==> src/rtl/wgec_pkg.sv <==
// Types and constants shared by the edge collapse modules.
`default_nettype none
package wgec_pkg;

    localparam int VW = 16;
    localparam int WW = 24;

    localparam logic [1:0] ST_CONTRACT = 2'd0;
    localparam logic [1:0] ST_SELF     = 2'd1;
    localparam logic [1:0] ST_DUP      = 2'd2;
    localparam logic [1:0] ST_OVERFLOW = 2'd3;

    typedef struct packed {
        logic [15:0] vertex_a;
        logic [15:0] vertex_b;
        logic [15:0] edge_weight;
        logic        final_edge;
    } in_t;

    typedef struct packed {
        logic [15:0] merged_low;
        logic [15:0] merged_high;
        logic [5:0]  step_number;
        logic [1:0]  status;
        logic        run_end;
    } out_t;

    typedef struct packed {
        logic [VW-1:0] lo;
        logic [VW-1:0] hi;
        logic [WW-1:0] w;
    } entry_t;

    typedef enum logic [4:0] {
        OP_NOP,
        OP_LATCH,
        OP_RD_I,
        OP_RD_J,
        OP_RD_R1,
        OP_DUP_CHK,
        OP_SET_ERR,
        OP_STORE,
        OP_CLR_I,
        OP_SORT_HOLD,
        OP_SORT_CMP,
        OP_WR_BEST,
        OP_WR_I_INC,
        OP_PICK_SET,
        OP_PICK,
        OP_SHIFT,
        OP_DEC,
        OP_RENAME,
        OP_MRG_HOLD,
        OP_MRG_SUM,
        OP_J_INC,
        OP_I_INC,
        OP_EMIT,
        OP_EMIT_ERR,
        OP_CLEAR
    } dp_op_t;

    typedef struct packed {
        dp_op_t     op;
        logic [1:0] err_code;
    } cmd_t;

    typedef struct packed {
        logic self_loop;
        logic full;
        logic err_set;
        logic fin;
        logic i_lt_cnt;
        logic i1_lt_cnt;
        logic j_lt_cnt;
        logic r1_lt_cnt;
        logic pair_eq;
        logic cnt_zero;
    } status_t;

endpackage
`default_nettype wire

==> src/rtl/wgec_ctrl.sv <==
// Sequencer of the edge collapse block: loading checks, sort, contraction and merge passes.
`default_nettype none
module wgec_ctrl (
    input  wire logic              clk,
    input  wire logic              rst_n,
    input  wire logic              start,
    input  wire wgec_pkg::status_t stat,
    output wgec_pkg::cmd_t         cmd,
    output logic                   busy
);
    import wgec_pkg::*;

    typedef enum logic [5:0] {
        S_IDLE, L_CHK, L_ERR1, L_SCAN, L_DUP, L_ERR3, L_STORE, F_CHK,
        S_INIT, S_OUT, S_HOLD, S_SCAN, S_CMP, S_SWB, S_SWI,
        P_SET, P_RD, P_TAKE, R_LOOP, R_SHIFT, R_DEC,
        N_INIT, N_LOOP, N_WR,
        M_INIT, M_OUT, M_HOLD, M_INNER, M_CMP, M_SUM, M_JINC, M_NEXT,
        E_EMIT, E_ERR, E_CLEAR
    } state_t;

    state_t state_reg, state_next;
    logic   ret_merge_reg, ret_merge_next;

    always_comb
    begin
        cmd.op         = OP_NOP;
        cmd.err_code   = ST_CONTRACT;
        state_next     = state_reg;
        ret_merge_next = ret_merge_reg;
        unique case (state_reg)
            S_IDLE:
            begin
                if (start)
                begin
                    cmd.op     = OP_LATCH;
                    state_next = L_CHK;
                end
            end
            L_CHK:
            begin
                priority if (stat.err_set) state_next = F_CHK;
                else if (stat.self_loop)   state_next = L_ERR1;
                else                       state_next = L_SCAN;
            end
            L_ERR1:
            begin
                cmd.op       = OP_SET_ERR;
                cmd.err_code = ST_SELF;
                state_next   = F_CHK;
            end
            L_SCAN:
            begin
                cmd.op = OP_RD_I;
                priority if (stat.i_lt_cnt) state_next = L_DUP;
                else if (stat.err_set)      state_next = F_CHK;
                else if (stat.full)         state_next = L_ERR3;
                else                        state_next = L_STORE;
            end
            L_DUP:
            begin
                cmd.op     = OP_DUP_CHK;
                state_next = L_SCAN;
            end
            L_ERR3:
            begin
                cmd.op       = OP_SET_ERR;
                cmd.err_code = ST_OVERFLOW;
                state_next   = F_CHK;
            end
            L_STORE:
            begin
                cmd.op     = OP_STORE;
                state_next = F_CHK;
            end
            F_CHK:
            begin
                priority if (!stat.fin)  state_next = S_IDLE;
                else if (stat.err_set)   state_next = E_ERR;
                else if (stat.cnt_zero)  state_next = E_CLEAR;
                else                     state_next = S_INIT;
            end
            S_INIT:
            begin
                cmd.op     = OP_CLR_I;
                state_next = S_OUT;
            end
            S_OUT:
            begin
                cmd.op     = OP_RD_I;
                state_next = stat.i1_lt_cnt ? S_HOLD : P_SET;
            end
            S_HOLD:
            begin
                cmd.op     = OP_SORT_HOLD;
                state_next = S_SCAN;
            end
            S_SCAN:
            begin
                cmd.op     = OP_RD_J;
                state_next = stat.j_lt_cnt ? S_CMP : S_SWB;
            end
            S_CMP:
            begin
                cmd.op     = OP_SORT_CMP;
                state_next = S_SCAN;
            end
            S_SWB:
            begin
                cmd.op     = OP_WR_BEST;
                state_next = S_SWI;
            end
            S_SWI:
            begin
                cmd.op     = OP_WR_I_INC;
                state_next = S_OUT;
            end
            P_SET:
            begin
                cmd.op     = OP_PICK_SET;
                state_next = P_RD;
            end
            P_RD:
            begin
                cmd.op     = OP_RD_I;
                state_next = P_TAKE;
            end
            P_TAKE:
            begin
                cmd.op         = OP_PICK;
                ret_merge_next = 1'b0;
                state_next     = R_LOOP;
            end
            R_LOOP:
            begin
                cmd.op     = OP_RD_R1;
                state_next = stat.r1_lt_cnt ? R_SHIFT : R_DEC;
            end
            R_SHIFT:
            begin
                cmd.op     = OP_SHIFT;
                state_next = R_LOOP;
            end
            R_DEC:
            begin
                cmd.op     = OP_DEC;
                state_next = ret_merge_reg ? M_INNER : N_INIT;
            end
            N_INIT:
            begin
                cmd.op     = OP_CLR_I;
                state_next = N_LOOP;
            end
            N_LOOP:
            begin
                cmd.op     = OP_RD_I;
                state_next = stat.i_lt_cnt ? N_WR : M_INIT;
            end
            N_WR:
            begin
                cmd.op     = OP_RENAME;
                state_next = N_LOOP;
            end
            M_INIT:
            begin
                cmd.op     = OP_CLR_I;
                state_next = M_OUT;
            end
            M_OUT:
            begin
                cmd.op     = OP_RD_I;
                state_next = stat.i_lt_cnt ? M_HOLD : E_EMIT;
            end
            M_HOLD:
            begin
                cmd.op     = OP_MRG_HOLD;
                state_next = M_INNER;
            end
            M_INNER:
            begin
                cmd.op     = OP_RD_J;
                state_next = stat.j_lt_cnt ? M_CMP : M_NEXT;
            end
            M_CMP:
            begin
                state_next = stat.pair_eq ? M_SUM : M_JINC;
            end
            M_SUM:
            begin
                cmd.op         = OP_MRG_SUM;
                ret_merge_next = 1'b1;
                state_next     = R_LOOP;
            end
            M_JINC:
            begin
                cmd.op     = OP_J_INC;
                state_next = M_INNER;
            end
            M_NEXT:
            begin
                cmd.op     = OP_I_INC;
                state_next = M_OUT;
            end
            E_EMIT:
            begin
                cmd.op     = OP_EMIT;
                state_next = stat.cnt_zero ? E_CLEAR : S_INIT;
            end
            E_ERR:
            begin
                cmd.op     = OP_EMIT_ERR;
                state_next = E_CLEAR;
            end
            E_CLEAR:
            begin
                cmd.op     = OP_CLEAR;
                state_next = S_IDLE;
            end
            default: state_next = S_IDLE;
        endcase
    end

    always_ff @(posedge clk or negedge rst_n)
    begin
        if (!rst_n)
        begin
            state_reg     <= S_IDLE;
            ret_merge_reg <= 1'b0;
        end
        else
        begin
            state_reg     <= state_next;
            ret_merge_reg <= ret_merge_next;
        end
    end

    assign busy = (state_reg != S_IDLE);

endmodule
`default_nettype wire

==> config.mk <==
export PLATFORM = sky130hd
export DESIGN_NAME = wgec_ctrl
export DESIGN_NICKNAME = d
export VERILOG_FILES = /design/src/rtl/wgec_pkg.sv /design/src/rtl/wgec_ctrl.sv
export SDC_FILE = /design/constraint.sdc
export NUM_CORES = 1
export LEC_CHECK = 0
export ABC_AREA = 1
export BUFFER_PORTS_ARGS = -buffer_cell sky130_fd_sc_hd__buf_2
export CAP_MARGIN = 20
export CELL_PAD_IN_SITES_DETAIL_PLACEMENT = 1
export CELL_PAD_IN_SITES_GLOBAL_PLACEMENT = 2
export CORE_MARGIN = 10
export CORE_UTILIZATION = 28
export CTS_CLUSTER_DIAMETER = 60
export DETAILED_ROUTE_END_ITERATION = 7
export PLACE_DENSITY_LB_ADDON = 0.1
export SLEW_MARGIN = 10
export SYNTH_ARGS = -nofsm -noshare
export SYNTH_HDL_FRONTEND = slang
export SYNTH_SLANG_ARGS = --single-unit
==> constraint.sdc <==
create_clock -name clk -period 3.5 [get_ports clk]
set_clock_uncertainty 0.2 [all_clocks]
set_input_delay 0.175 -clock clk [delete_from_list [all_inputs] [get_ports clk]]
set_output_delay 0.175 -clock clk [all_outputs]
set_load 0.1 [all_outputs]
# Word-level counts from Yosys, hierarchy flattened
# Cells that the tools add are included.
# op_classes
n_eq_ne	35
n_reduce_logical	14
n_mux	22
# op_table
operator	n
case mux 6 bit (25 select lines)	1
case mux 5 bit (24 select lines)	1
equality test 6 x 5 -> 1 bit (second input constant)	16
equality test 6 x 4 -> 1 bit (second input constant)	8
2-to-1 mux 6 bit	8
equality test 6 x 3 -> 1 bit (second input constant)	4
equality test 6 bit (second input constant)	3
OR reduction 2 bit	7
equality test 6 x 2 -> 1 bit (second input constant)	2
OR reduction 3 bit	3
2-to-1 mux 4 bit	2
equality test 6 x 1 -> 1 bit (second input constant)	1
logical NOT 6 bit	1
2-to-1 mux 2 bit	3
2-to-1 mux 3 bit	2
nonzero test 6 bit	1
OR reduction 5 bit	1
case mux 2 bit (2 select lines)	1
2-to-1 mux 1 bit	3
!= test 2 bit (second input constant)	1
case mux 1 bit (2 select lines)	1
nonzero test 2 bit	1
# word_totals
ff_bits	7
wordCells	73
input_bits	13
output_inout_bits	8

# Longest topological paths before layout
# Gate-level depths: netlist of the first run.
# logic_depth
depth_word	4
ltp_mapped	9
depth_no_buf	9

# Least setup slack after synthesis of the first run
# Ideal clock, no wire load.
# synth_path
path_type	reg-to-output
from	register state_reg[1]
to	output cmd[2] (netlist name)
stages_incl_launch_ff	6
setup_slack_ns	0.293
required_ns	3.125
path_buffers	0
t_arrival_ns	2.832
path_cell_list	dfrtp_1 -> nor2_1 -> nand3_1 -> o21ai_0 -> nor3_1 -> nand4_1
# synth_lines
item	line_no	source
start: declaration	wgec_ctrl.sv:22	state_t state_reg, state_next;
start signal: assignment	wgec_ctrl.sv:232	state_reg <= state_next;
end: declaration	wgec_ctrl.sv:8	output wgec_pkg::cmd_t cmd,

==> results of run 1 <==
==> cell type report <==
class | count | share of cell area [%]
repair buffers | 22 | 9.35
well taps | 48 | 4.78
multi-input cells | 170 | 60.3
clock buffers | 4 | 3.58
inverters | 27 | 8.06
flip-flops and latches | 7 | 13.9
==> cells by family (layout without fill, tap and decap cells) <==
family	after synthesis	count (layout)
AO/OA/AOI/OAI	11	11
AND/OR/NAND/NOR	159	159
flip-flops	7	7
buffers and inverters	30	53
==> placed cells by master, fill, tap and decap left out, types with 2 or more instances in the layout <==
cell type / count
nand4_1: 9
clkbuf_8: 3
inv_1: 24
nor3_1: 8
o211ai_1: 2
nor2_1: 42
buf_2: 20
dfrtp_1: 7
nor2_2: 2
nand2_1: 60
a21oi_1: 2
inv_2: 3
o21ai_0: 4
nand3_1: 34
==> critical path, delay by kind of cell (launching register included) <==
family          cells  cell delay (ns)
flops               1             0.40
buf+inv             2             0.63
compound gates      1             0.07
simple gates        3             1.05
==> cells in the mapped netlist, drive strengths merged <==
master,count
a211oi,1
nor3b,1
o21ai,5
nand4,9
dfrtp,7
nand3,34
nor2,45
nand3b,1
buf,2
inv,27
nor3,8
o22ai,1
clkbuf,1
nand2,61
o211ai,2
a21oi,2
==> how the worst max path moves through the flow <==
stage	endpoint	slack, ns	cells past startpoint
final	cmd[5]	0.74	6
after global routing	cmd[5]	0.59	6
after CTS	cmd[2]	0.78	7
after detailed placement	cmd[2]	1.02	7
after global placement	cmd[2]	1.01	7
after floorplan	cmd[2]	0.29	5
==> per-layer routing <==
metal / global-route usage [%] / wire (um) / vias to the layer above
met4: 8.82 / 216 / 0
met3: 2.87 / 266 / 16
met1: 19.2 / 2170 / 694
met2: 26.0 / 2260 / 55
met5: 0 / 0 / -
li1: - / - / 718
==> stage by stage <==
stage                     hold slack, ns  util, %  setup WS (ns)  cells
final                             0.0394     34.6          0.744    278
after global routing              0.0838     34.6          0.587    278
after CTS                         0.0423     34.6          0.783    278
after detailed placement          -0.189     33.1           1.02    273
after global placement            -0.191     33.1           1.01    273
after floorplan                   -0.321        -          0.293    207
==> results.md, run 1 <==
- Initial Util: 28.9%
- Post-synthesis sequential area ratio: 16.7%
- DP Wirelength: 4.24 mm
- Post-Route WL: 4.91 mm
- Adder-Cell Fraction of Synth Area: 0%
- Synth area leader: nand2_1
- Compound-Gate Fraction of Synth Area: 6.09%
- Initial antenna violation count: 0
- Crit end category: primary output
- Share of cells above drive strength 1: 13.5%
- Seq. cell area: 175 um^2
- Status: finished, final reports clean
- Area taken by multi-input logic gates: 758 um^2
- Crit path cell chain: nor2_1 > nand3_1 > inv_1 > a211oi_1 > nand4_1 > buf_2
- Total grt overflow: 0
- Max cap viols: 0
- Buffers on Ports: 20
- Fmax achieved: 363 MHz
- Largest family of logic cells by synthesized area: simple AND/OR/NAND/NOR gates
- Yosys top cell area share: 21.5%
- Final setup fails: 0
- Die area: 6590 um^2
- RSZ-0062 raised after global routing: false
- Max transition margin: 46.7%
- Top cells by area, synth: nand2_1 21%, dfrtp_1 17%, nand3_1 16%
- CP required: 3.12 ns
- Simple-gate share of the synthesized area: 66.2%
- CP max-delay cell: nor2_1
- First-pass DRT Iterations: 4
- Post-DR wirelength/cell: 17.7 um
- Min-delay src: stat[6]
- Worst-Skew Late Latency: 0.22 ns
- Routed vias: 1483
- Clk pin slew, worst setup/hold paths: 0.04 ns
- CTS tree: built
- CP startpoint: state_reg[4]
- Setup_tns: 0 ns
- Iter 0 DRT Violations: 110
- Post-synth design cell area: 1050 um^2
- Actual slew at the worst max-slew pin: 0.797 ns
- Pins Over Slew Limit: 0
- FF-to-FF path depth: 8
- WHS Endpoint: state_reg[5]
- Cts hold-fix bufs: 1
- Clock root cell: clkbuf_8
- Via/cell ratio: 5.33
- Post-Syn Area per Cell: 5.07 um^2
- Reg-to-Reg Start: state_reg[4]
- Dpl cell area: 1200 um^2
- CORE AREA: 3630 um^2
- Largest net degree at the start of global routing: 13
- Fin crit period: 2.76 ns
- Area Overhead vs Synth: 19.9%
- Die W: 81.2 um
- Fin crit share: 78.7%
- Post-cts resize count: 0
- Largest fanout on the critical path: 12
- Cell variety after synth: 21
- DRC: 0
- Ant diodes: 0
- I/O pin count: 21
- Post-Syn Nets: 220
- Vias in the first global route: 1579
- Synth warn: 0
- Clk sinks: 7
- Nets: 244
- Chip height: 81.2 um
- Max incr delay on CP: 0.59 ns
- Placer Congestion: 0.967
- Mapped Cells: 207
- Fin area: 1260 um^2
- Reg-to-Reg End: state_reg[0]
- Fillers: 551
- Flip-flop count of the largest register after layout: 6
- H-tree depth: 1
- CP startpoint kind: flop
- XOR/XNOR Fraction of Synth Area: 0%
- Yosys reg bits: 7
- Clk buf depth: 2
- Remaining antenna violation count after routing: 0
- First-pass GRT wire length: 8.14 mm
- CTS buffer count: 3
- Min-delay worst type: in2reg
- GRT Total Usage: 15.9%
- Setup slack, reg-to-reg: 1.23 ns
- Critical Path AT: 2.38 ns
- Final Hold Vio Count: 0
- Post-CTS setup buffer count: 0
- Hold Path Cell Cnt: 3
- # rows: 22
- Crit Path Category: reg2out
- Mux cell area share after synthesis: 0%
Power of run 1 is left out: the tool's default activity adds up to more than one toggle a clock period on the data nets, which glitch-free logic cannot reach.
==> inputs of run 2 (changes only) <==
ABC_AREA = 0   (was 1)
CORE_UTILIZATION = 30   (was 28)
clock period = 2.6 ns   (was 3.5 ns; I/O delays follow)
==> run 2 against run 1 <==
Net effect: core utilization up 6.0 points; flip-flop and latch count unchanged; worst setup slack worse by 0.52 ns; final cell count is 11% lower; cell area increased by 22%; critical path depth grew 1; non-clock buffer count rose by 12; highest routed layer unchanged.
==> results.md, run 2 <==
- Total grt overflow: 0 (unchanged)
- Die W: 83.4 um (was 81.2 um)
- CP startpoint kind: flop (unchanged)
- Initial antenna violation count: 0 (unchanged)
- Ys flop type: dfrtp_1 (unchanged)
- Crit end category: primary output (unchanged)
- Final Hold Vio Count: 0 (unchanged)
- Synth area leader: dfrtp_1 (was nand2_1)
- CTS tree: built (unchanged)
- Yosys reg bits: 7 (unchanged)
- Worst-Skew Late Latency: 0.23 ns (was 0.22 ns)
- Most common cell after layout, fill and taps aside: a21oi_1 (was nand2_1)
- Mapped Cells: 181 (was 207)
- Area Overhead vs Synth: 27.2% (was 19.9%)
- Post-Syn Area per Cell: 6.66 um^2 (was 5.07 um^2)
- Min-delay worst type: in2async (was in2reg)
- Most frequent cells in the layout: 17 x a21oi_1, 15 x nor2_1, 14 x buf_2 (was 60 x nand2_1, 42 x nor2_1, 34 x nand3_1)
- Setup_tns: 0 ns (unchanged)
- Clk sinks: 7 (unchanged)
- Max transition margin: 63.1% (was 46.7%)
- Clock root cell: clkbuf_8 (unchanged)
- Pins Over Slew Limit: 0 (unchanged)
- CP max-delay cell: dfrtp_1 (was nor2_1)
- Max cap viols: 0 (unchanged)
- Status: finished, final reports clean (unchanged)
- Top cells by area, synth: dfrtp_1 15%, a21oi_1 7.5%, nor2b_1 6.7% (was nand2_1 21%, dfrtp_1 17%, nand3_1 16%)
- Fin crit share: 91.2%
- Yosys top cell area share: 14.5% (was 21.5%)
- Crit path max-delay family: flip-flops (was simple AND/OR/NAND/NOR gates)
- Post-synth design cell area: 1200 um^2 (was 1050 um^2)
- Largest fanout on the critical path: 14 (was 12)
- Post-DR wirelength/cell: 20.7 um (was 17.7 um)
- Clk pin slew, worst setup/hold paths: 0.04 ns (about the same)
- # rows: 22 (unchanged)
- Ant diodes: 0 (unchanged)
- Post-Route WL: 5.10 mm (was 4.91 mm)
- Die area: 6950 um^2 (was 6590 um^2)
- Routed vias: 1500 (was 1483)
- Buffer and inverter count on the worst path: 2 (unchanged)
- Post-synthesis sequential area ratio: 14.5% (was 16.7%)
- Crit Path Category: reg2out (unchanged)
- Post-Syn Nets: 194 (was 220)
- CORE AREA: 3770 um^2 (was 3630 um^2)
- First-pass GRT wire length: 8.42 mm (was 8.14 mm)
- Critical Path AT: 2.04 ns (was 2.38 ns)
- Fin crit period: 2.37 ns
- H-tree depth: 1 (unchanged)
- Vias in the first global route: 1513 (was 1579)
- I/O pin count: 21 (unchanged)
- Via/cell ratio: 6.07 (was 5.33)
- Most common cell in the netlist: a21oi_1 (was nand2_1)
- Final setup fails: 0 (unchanged)
- Actual slew at the worst max-slew pin: 0.549 ns (was 0.797 ns)
- Share of cells above drive strength 1: 24.6% (was 13.5%)
- Iter 0 DRT Violations: 163 (was 110)
- GRT Total Usage: 14.3% (was 15.9%)
- DRC: 0 (unchanged)
- EDFF count, synth: 0 (unchanged)
- CTS buffer count: 3 (unchanged)
- Buffers on Ports: 20 (unchanged)
- Fmax achieved: 422 MHz
- Chip height: 83.4 um (was 81.2 um)
- Largest net degree at the start of global routing: 25 (was 13)
- Max incr delay on CP: 0.49 ns (was 0.59 ns)
- Nets: 213 (was 244)
- Placer Congestion: 0.938 (was 0.967)
- Crit path cell chain: buf_4 > or2_2 > nand3_1 > o311ai_0 > a31oi_1 > o21ai_2 > buf_12 (was nor2_1 > nand3_1 > inv_1 > a211oi_1 > nand4_1 > buf_2)
- Synth top cells by count: 18 x a21oi_1, 15 x nor2_1, 13 x nor2b_1, 12 x buf_2, 12 x nand2_1 (was 60 x nand2_1, 42 x nor2_1, 34 x nand3_1, 24 x inv_1, 9 x nand4_1)
- Cell variety after synth: 46 (was 21)
- RSZ-0062 raised after global routing: false (unchanged)
- CP required: 2.27 ns (was 3.12 ns)
- First-pass DRT Iterations: 4 (unchanged)
- Flip-flop count of the largest register after layout: 6 (unchanged)
- Initial Util: 32.0% (was 28.9%)
- Async SR Flop Fraction: 100% (unchanged)
- Synth warn: 0 (unchanged)
- Remaining antenna violation count after routing: 0 (unchanged)
- Clk buf depth: 2 (unchanged)
- DP Wirelength: 3.96 mm (was 4.24 mm)
[run 2: kinds of logic (layout without fill, tap and decap cells)]
group           count (synthesis)  count (layout)  share of synthesized area, %
xor+xnor                        1               1                         0.727
flops                           7               7                          14.5
mux                             4               4                          3.43
buf+inv                        28              46                          11.2
compound gates                 67              67                          36.4
simple gates                   74              74                          33.6
[run 2: layout make-up]
class	count	area, um^2
clock buffer	4	45.0
fill	492	2240
inverter	8	30.0
multi-input combinational	146	920
sequential	7	178
tap	48	60.1
timing repair buffer	34	300
[run 2: worst paths after layout]
path | startpoint | endpoint | slack (ns) | cells after the start
max in group asynchronous | rst_n | state_reg[0] | 1.97 | 2
min in group clk | stat[7] | state_reg[5] | 0.10 | 3
min reg2reg | ret_merge_reg | ret_merge_reg | 0.46 | 2
max | state_reg[3] | cmd[3] | 0.23 | 7
max reg2reg | state_reg[1] | state_reg[0] | 0.49 | 6
min | rst_n | state_reg[3] | 0.06 | 2
[run 2: per-stage QoR]
step | instance area, um^2 | utilization [%] | cells | setup WS, ns | hold WS, ns
detailed placement | 1460 | 38.8 | 241 | 0.319 | -0.236
CTS | 1530 | 40.5 | 247 | 0.0869 | 0.0556
global placement | 1460 | 38.8 | 241 | 0.273 | -0.236
floorplan | 1230 | - | 181 | 0.206 | -0.366
finish | 1530 | 40.6 | 247 | 0.228 | 0.0567
global route | 1530 | 40.6 | 247 | 0.112 | 0.0873
[run 2: what timing repair did]
item,in CTS,in global routing
hold buffers,2,0
buffers inserted,0,0
resized for setup,0,3
hold endpoints to repair,8,0
setup endpoints to repair,0,4
[run 2: layer usage]
metal	up-vias	GRT usage (%)	wire [um]	share of wire [%]
li1	705	-	-	-
met1	730	18.6	2110	41
met2	56	22.6	2480	49
met3	9	2.93	422	8.3
met4	0	5.08	86	1.7
met5	-	0	0	0
Power of run 2 is left out for the same reason.
